==> src/sv/asf_pkg.sv <==
// Shared types and constants of the switchover finder.
package asf_pkg;
   localparam int SIZE_W     = 33;
   localparam int TH_W       = 16;
   localparam int CSR_IDX_W  = 2;
   localparam int CSR_DATA_W = 16;
   localparam int SHAMT_W    = 6;

   typedef enum logic [CSR_IDX_W-1:0] {
      CSR_SWITCH_TH = 2'd0,
      CSR_BACK_TH   = 2'd1,
      CSR_THREE_ALG = 2'd2,
      CSR_UNUSED    = 2'd3
   } csr_idx_type;

   localparam logic [TH_W-1:0] TH_RESET = 16'd6554;
endpackage

==> src/sv/asf_pair.sv <==
// Streaming switchover analysis of one algorithm pair, two stages.
module asf_pair
   import asf_pkg::*;
#(
   parameter int TIME_BITS = 48,
   parameter int IDX_W     = 5,
   parameter int CNT_W     = 6
) (
   input  logic                 clock,
   input  logic                 reset,
   input  logic                 clear,
   input  logic                 in_valid,
   input  logic [IDX_W-1:0]     idx,
   input  logic [TIME_BITS-1:0] x,
   input  logic [TIME_BITS-1:0] y,
   input  logic [TH_W-1:0]      th_switch,
   input  logic [TH_W-1:0]      th_back,
   input  logic [CNT_W-1:0]     n,
   output logic [SIZE_W-1:0]    point
);
   localparam int PW = TIME_BITS + TH_W;

   logic                 slow;
   logic [TIME_BITS-1:0] big;
   logic [TIME_BITS-1:0] diff;
   logic                 s1_valid_ff;
   logic                 s1_slow_ff;
   logic [IDX_W-1:0]     s1_idx_ff;
   logic [PW-1:0]        s1_lhs_ff;
   logic [PW-1:0]        s1_prs_ff;
   logic [PW-1:0]        s1_prb_ff;
   logic                 gain_sw;
   logic                 gain_bk;
   logic                 cand_ff, cand_in;
   logic                 have_k_ff, have_k_in;
   logic [IDX_W-1:0]     k_ff, k_in;
   logic [SHAMT_W-1:0]   kshift;

   assign slow = x > y;
   assign big  = slow ? x : y;
   assign diff = slow ? (x - y) : (y - x);

   always_ff @(posedge clock) begin
      s1_slow_ff <= slow;
      s1_idx_ff  <= idx;
      s1_lhs_ff  <= {diff, {TH_W{1'b0}}};
      s1_prs_ff  <= PW'(big) * PW'(th_switch);
      s1_prb_ff  <= PW'(big) * PW'(th_back);
      if (reset) begin
         s1_valid_ff <= 1'b0;
      end else begin
         s1_valid_ff <= in_valid;
      end
   end

   assign gain_sw = s1_lhs_ff > s1_prs_ff;
   assign gain_bk = s1_lhs_ff > s1_prb_ff;

   always_comb begin
      cand_in   = cand_ff;
      have_k_in = have_k_ff;
      k_in      = k_ff;
      if (clear) begin
         cand_in   = 1'b0;
         have_k_in = 1'b0;
      end else if (s1_valid_ff) begin
         if (!s1_slow_ff) begin
            have_k_in = 1'b1;
            k_in      = s1_idx_ff;
         end
         if (!cand_ff) begin
            cand_in = s1_slow_ff && gain_sw;
         end else if (!s1_slow_ff && gain_bk) begin
            cand_in = 1'b0;
         end
      end
   end

   always_ff @(posedge clock) begin
      k_ff <= k_in;
      if (reset) begin
         cand_ff   <= 1'b0;
         have_k_ff <= 1'b0;
      end else begin
         cand_ff   <= cand_in;
         have_k_ff <= have_k_in;
      end
   end

   assign kshift = (cand_ff && have_k_ff) ? (SHAMT_W'(k_ff) + SHAMT_W'(1)) : SHAMT_W'(n);
   assign point  = SIZE_W'(1) << kshift;
endmodule

==> config.mk <==
export PLATFORM = sky130hd
export DESIGN_NAME = asf_pair
export DESIGN_NICKNAME = d
export VERILOG_FILES = /design/src/sv/asf_pkg.sv /design/src/sv/asf_pair.sv
export SDC_FILE = /design/constraint.sdc
export NUM_CORES = 2
export LEC_CHECK = 0
export BUFFER_PORTS_ARGS = -buffer_cell sky130_fd_sc_hd__buf_2
export CORE_MARGIN = 4
export CORE_UTILIZATION = 35
export CTS_CLUSTER_DIAMETER = 100
export CTS_CLUSTER_SIZE = 24
export DETAILED_ROUTE_END_ITERATION = 10
export PLACE_DENSITY = 0.55
export SLEW_MARGIN = 10
export SYNTH_ARGS = -nofsm -noshare
export SYNTH_HDL_FRONTEND = slang
export SYNTH_SLANG_ARGS = --single-unit
==> constraint.sdc <==
create_clock -name clock -period 9.08 [get_ports clock]
set_clock_uncertainty 0.15 [all_clocks]
set_input_delay 1.362 -clock clock [delete_from_list [all_inputs] [get_ports clock]]
set_output_delay 1.362 -clock clock [all_outputs]
set_load 0.05 [all_outputs]
# After elaboration in Yosys (flattened, before gate mapping)
# Index checks and enable logic that the tools add are counted.
# op_classes
muxes	5
addsub	3
n_reduce_logical	7
mul	2
n_lt_le_gt_ge	3
n_shift	1
bitwise	2
# ops
operator	n
64-bit > comparator	2
48-bit by 16-bit multiplier with 64-bit output	2
48-bit 2-to-1 mux	2
48-bit subtractor	2
48-bit > comparator	1
1-bit by 6-bit << shifter with 33-bit output (first input constant)	1
5-bit by 1-bit adder with 6-bit output (second input constant)	1
6-bit 2-to-1 mux	1
1-bit logical AND	3
3-bit AND reduction	1
1-bit 2-to-1 mux	2
1-bit inverter	2
2-bit AND reduction	1
2-bit OR reduction	1
1-bit zero test	1
# totals
out_inout_bits	33
regBits	190
wordCells	32
input_bits	143

# Longest topological paths before layout
# depth
depth_word	4
depth_mapped	40
mapped_depth_nobuf	35

# Worst setup path before layout
# No wires, ideal clock.
# synth_path
path_kind	in2reg
from	in y[17]
to	reg s1_prb_ff[63]
cell_stages	39
slack_ns	-0.572
arrival_time_ns	9.381
path_cell_list	inv_1 > ha_1 > buf_2 > a211oi_2 > nor2_1 > or3_4 > a221oi_2 > or2_1 > a21o_1 > buf_4 > inv_4 > buf_6 > buf_6 > buf_6 > o21ai_1 > buf_4 > nand2_1 > fa_1 > [... 3 more ...] > fa_1 > inv_1 > fa_1 > fa_1 > inv_1 > fa_1 > inv_1 > ha_1 > clkbuf_1 > nand4_1 > nor4_1 > nand2_1 > o211ai_1 > a41oi_1 > o31ai_1 > a31oi_1 > a31oi_1 > xnor2_1
# synth_via
elab_chain_len	3
# synth_lines
element	line	rtl
start: declaration	asf_pair.sv:15	input logic [TIME_BITS-1:0] y,
48-bit > comparator	asf_pair.sv:39	assign slow = x > y;
48-bit 2-to-1 mux (*)	asf_pair.sv:40	assign big = slow ? x : y;
48-bit by 16-bit multiplier with 64-bit output (*)	asf_pair.sv:48	s1_prb_ff <= PW'(big) * PW'(th_back);
end signal: assignment	asf_pair.sv:48	
end: declaration	asf_pair.sv:31	logic [PW-1:0] s1_prb_ff;
# Every way passes the cells marked *; elsewhere a longest branch is shown, timed or not.
# A chain may end at the register's enable or synchronous reset.

# Final worst setup path
# layout_path
from	in y[45]
to	reg s1_prs_ff[61]
# layout_via
elab_chain_len	3
# layout_lines
element	line	rtl
48-bit > comparator	asf_pair.sv:39	
48-bit 2-to-1 mux (*)	asf_pair.sv:40	
48-bit by 16-bit multiplier with 64-bit output (*)	asf_pair.sv:47	s1_prs_ff <= PW'(big) * PW'(th_switch);
end signal: assignment	asf_pair.sv:47	
end: declaration	asf_pair.sv:30	logic [PW-1:0] s1_prs_ff;
# Marked as above.

==> key figures <==
Floorplanning
  – Row Count: 152
  – CORE AREA: 172000 um2
  – Die Width: 425 um
  – DIE HEIGHT: 425 um
  – Starting Density: 35.3%
  – Die area: 181000 um2
  – I/O pin total: 176

Yosys
  – Post-synthesis cell type count: 75
  – Cell Area, Synth: 60800 um2
  – Post-synth EDFFs: 5
  – Main combinational cell family by area after synthesis: adder cells
  – Mux contribution to synthesized area: 0.251%
  – Yosys Warn Count: 0
  – Synth Area in XOR/XNOR: 2.40%
  – Net count after synthesis: 9163
  – Dominant synthesized flop cell: dfxtp_1
  – Synth Area in Compound Gates: 9.29%
  – Register area share after synthesis: 6.34%
  – Post-Syn Instances: 7270
  – Adder-Cell Fraction of Synth Area: 51.9%
  – Async set-reset flop share out of synthesis: 0%
  – Post-Synth Simple-Gate Area: 16.9%
  – Avg Inst Size Synth: 8.37 um2
  – #FFs+latches synth: 190

Setup path
  – Setup Crit Path Kind: input pin to flip-flop
  – WP data required: 9.34 ns
  – Slowest stage delay, CP: 0.56 ns
  – Critical Path AT: 9.72 ns
  – RR Endpoint: cand_ff
  – CP endpoint kind: flip-flop
  – RR Startpoint: s1_prs_ff[57]
  – Cell mode on critical path: fa_1
  – Cell family with most CP delay: adder cells
  – Number of buffers and inverters on the critical path: 18
  – Reg2Reg Setup Slack: 5.57 ns
  – CP max stage cell: fa_1
  – Worst R2R Path Depth: 7
  – Crit-path max FO: 7
  – Critical Path Source Type: input pin

Routing
  – Vias per Instance: 4.88
  – DRT Pass-1 Iters: 6
  – Total wire length: 194000 um
  – DRT met1 WL: 81400 um
  – DR iter-0 viols: 2708
  – # DRC: 0
  – Routed Antenna Nets: 0
  – Top Layer Used: met5
  – Drt wl/cell: 18.4 um
  – Met3 Wirelength: 7430 um
  – Metal2 WL: 97100 um
  – Via count: 51562

STA
  – Hold WS: 0.259 ns
  – Number of setup violations in the final report: 39
  – RSZ-0062 raised after global routing: true
  – Endpoints failing hold: 0
  – Post-route minimum period: 9.45 ns
  – FMAX: 106 MHz
  – Worst Max-Slew Pin Slew: 1.20 ns
  – Final WS setup: -0.374 ns
  – Slew headroom: 20.0%
  – Final Slew Violations: 0
  – Period Utilization, post-route: 104%

Placement
  – IO Port Bufs: 175
  – Place WS: -1.51 ns
  – Gp weighted congestion: 0.920
  – DP HPWL: 160000 um
  – Dpl cells: 10351

Global routing
  – Initial antenna violation count: 13
  – Total Routing Usage GR: 21.5%
  – Largest net degree at the start of global routing: 49
  – Total gr overflow: 0
  – First-pass GRT wire length: 305000 um
  – Vias in the first global route: 54856

Finish
  – Seq. cell area: 3850 um2
  – Area Growth Syn to Fin: 26.8%
  – Cell Count, Final, Fillers Out: 10559
  – Nets: 10128
  – Finished Core Util: 44.8%
  – Layout cell share with drive strength beyond 1: 22.7%
  – Multi-input logic area: 51900 um2
  – Filler instances: 16897

Clocking
  – Max Root-Sink Buffers: 2
  – Clk_lat worst skew: 0.53 ns
  – Clock root buffer: clkbuf_16
  – Number of clock sinks: 190
  – H-tree Lvls: 4
  – CTS tree: built
  – TritonCTS Buffers: 17
  – Worst-path clk slew: 0.07 ns

Hold path
  – Hold endpoint: k_ff[4]
  – Hold WC Path Type: flip-flop to flip-flop
  – Hold path cells: 0
  – Worst Hold Launch: s1_idx_ff[4]

Status
  – Failing checks: negative setup slack
  – Status: complete, but fails checks

Run
  – Max_cap viols: 0
[synthesized netlist by cell type (6+ instances only)]
| library cell | number | area (um2) |
|---|---|---|
| or2_2 | 6 | 37.5 |
| and3_1 | 25 | 156 |
| o21bai_1 | 44 | 330 |
| o21ai_2 | 11 | 96.3 |
| o21ai_1 | 37 | 185 |
| or3_1 | 8 | 50.1 |
| nor2_1 | 157 | 589 |
| o21ai_0 | 146 | 731 |
| dfxtp_1 | 185 | 3700 |
| fa_1 | 1286 | 25700 |
| xor2_1 | 67 | 587 |
| a31oi_1 | 37 | 231 |
| clkbuf_1 | 306 | 1150 |
| a211o_1 | 8 | 70.1 |
| nand2_1 | 1264 | 4740 |
| nor3_1 | 45 | 225 |
| o2111ai_1 | 6 | 52.6 |
| a41oi_1 | 6 | 52.6 |
| a21o_1 | 151 | 1130 |
| o21a_1 | 25 | 188 |
| o221ai_1 | 6 | 52.6 |
| mux2i_1 | 13 | 130 |
| nor4_1 | 13 | 81.3 |
| a221oi_1 | 11 | 96.3 |
| nand4_1 | 75 | 469 |
| inv_1 | 1624 | 6100 |
| o31a_1 | 7 | 61.3 |
| and4_1 | 6 | 52.6 |
| a21oi_1 | 258 | 1290 |
| ha_1 | 464 | 5810 |
| o211ai_1 | 19 | 143 |
| xnor2_1 | 100 | 876 |
| nand3b_1 | 7 | 52.6 |
| nand3_1 | 58 | 290 |
| o31ai_1 | 15 | 113 |
| nand2b_1 | 20 | 125 |
| buf_2 | 90 | 450 |
| buf_4 | 12 | 90.1 |
| a22oi_1 | 6 | 45.0 |
| and2_1 | 510 | 3190 |
| nor2b_1 | 24 | 150 |
| a21boi_0 | 8 | 60.1 |
| a211oi_1 | 24 | 180 |
[layer usage]
metal	GRT usage [%]	up-vias
met3	1.74	293
met5	0	-
met1	28.1	26321
met2	37.5	1165
met4	7.55	2
li1	-	23781
[registers in the layout, indices dropped and copies added, names as in the netlist]
name,count
have_k_ff,1
s1_idx_ff,5
s1_prb_ff,64
s1_valid_ff,1
s1_lhs_ff,48
k_ff,5
s1_prs_ff,64
s1_slow_ff,1
cand_ff,1
[layout make-up]
type,instances,area share [%]
clock buffer,18,0.556
timing repair buffer,1360,15.3
inverter,1625,7.92
tap,2310,3.75
clock inverter,13,0.165
multi-input combinational,5041,67.3
antenna,2,0.00649
sequential,190,4.99
[how the worst max path moves through the flow]
stage           from       endpoint  slack [ns]  cells after the start
2_1_floorplan   x[0]  s1_prs_ff[60]       -0.02                     37
3_3_place_gp   y[43]  s1_prs_ff[61]       -1.43                     34
3_5_place_dp   y[43]  s1_prs_ff[61]       -1.51                     34
4_1_cts        y[17]  s1_prb_ff[63]       -0.22                     39
5_1_grt         y[7]  s1_prb_ff[62]       -0.63                     37
6_report       y[45]  s1_prs_ff[61]       -0.37                     42
[worst reg2reg max path, stage by stage (launching register included)]
cell	delay [ns]
dfxtp_1	0.32
inv_1	0.04
ha_1	0.28
nand4_1	0.17
nor4_1	0.77
nand3_1	0.52
nor4_1	0.97
o32ai_1	0.15
[repair_timing]
action / 4_1_cts / 5_1_grt
gates resized for setup: 351 / 281
hold endpoints to repair: 0 / 0
hold buffers: 0 / 0
setup buffers: 115 / 50
pin swaps: 120 / 153
setup endpoints to repair: 81 / 78
cloned: 11 / 4
[cell usage in the layout, fill, tap and decap left out, types with 47 or more instances in the layout]
cell,synthesis,final
a21oi_2,0,47
dfxtp_1,185,185
o21ai_0,146,96
nand4_1,75,75
nor2_1,157,144
xnor2_1,100,97
buf_12,0,105
buf_6,5,60
a21o_1,151,149
buf_4,12,992
ha_1,464,389
inv_1,1624,1579
a21oi_1,258,197
buf_2,90,169
and2_1,510,502
fa_1,1286,1243
xor2_1,67,67
ha_4,0,66
nand2_1,1264,1212
nand3_1,58,50
[through the flow]
stage               cell area [um2]  TNS, ns
global placement              71800   -87.27
floorplan                     61300  -0.0230
CTS                           75400    -3.08
detailed placement            71800   -90.87
finish                        77200    -7.27
global route                  77200   -23.06
[cells by family after synthesis]
family | Yosys count
compound gates | 880
mux | 15
flops | 190
fa+ha+maj | 1750
simple gates | 2229
xor+xnor | 167
buf+inv | 2039
Power is left out: the tool's default activity adds up to more than one toggle a clock period on the data nets, which glitch-free logic cannot reach.
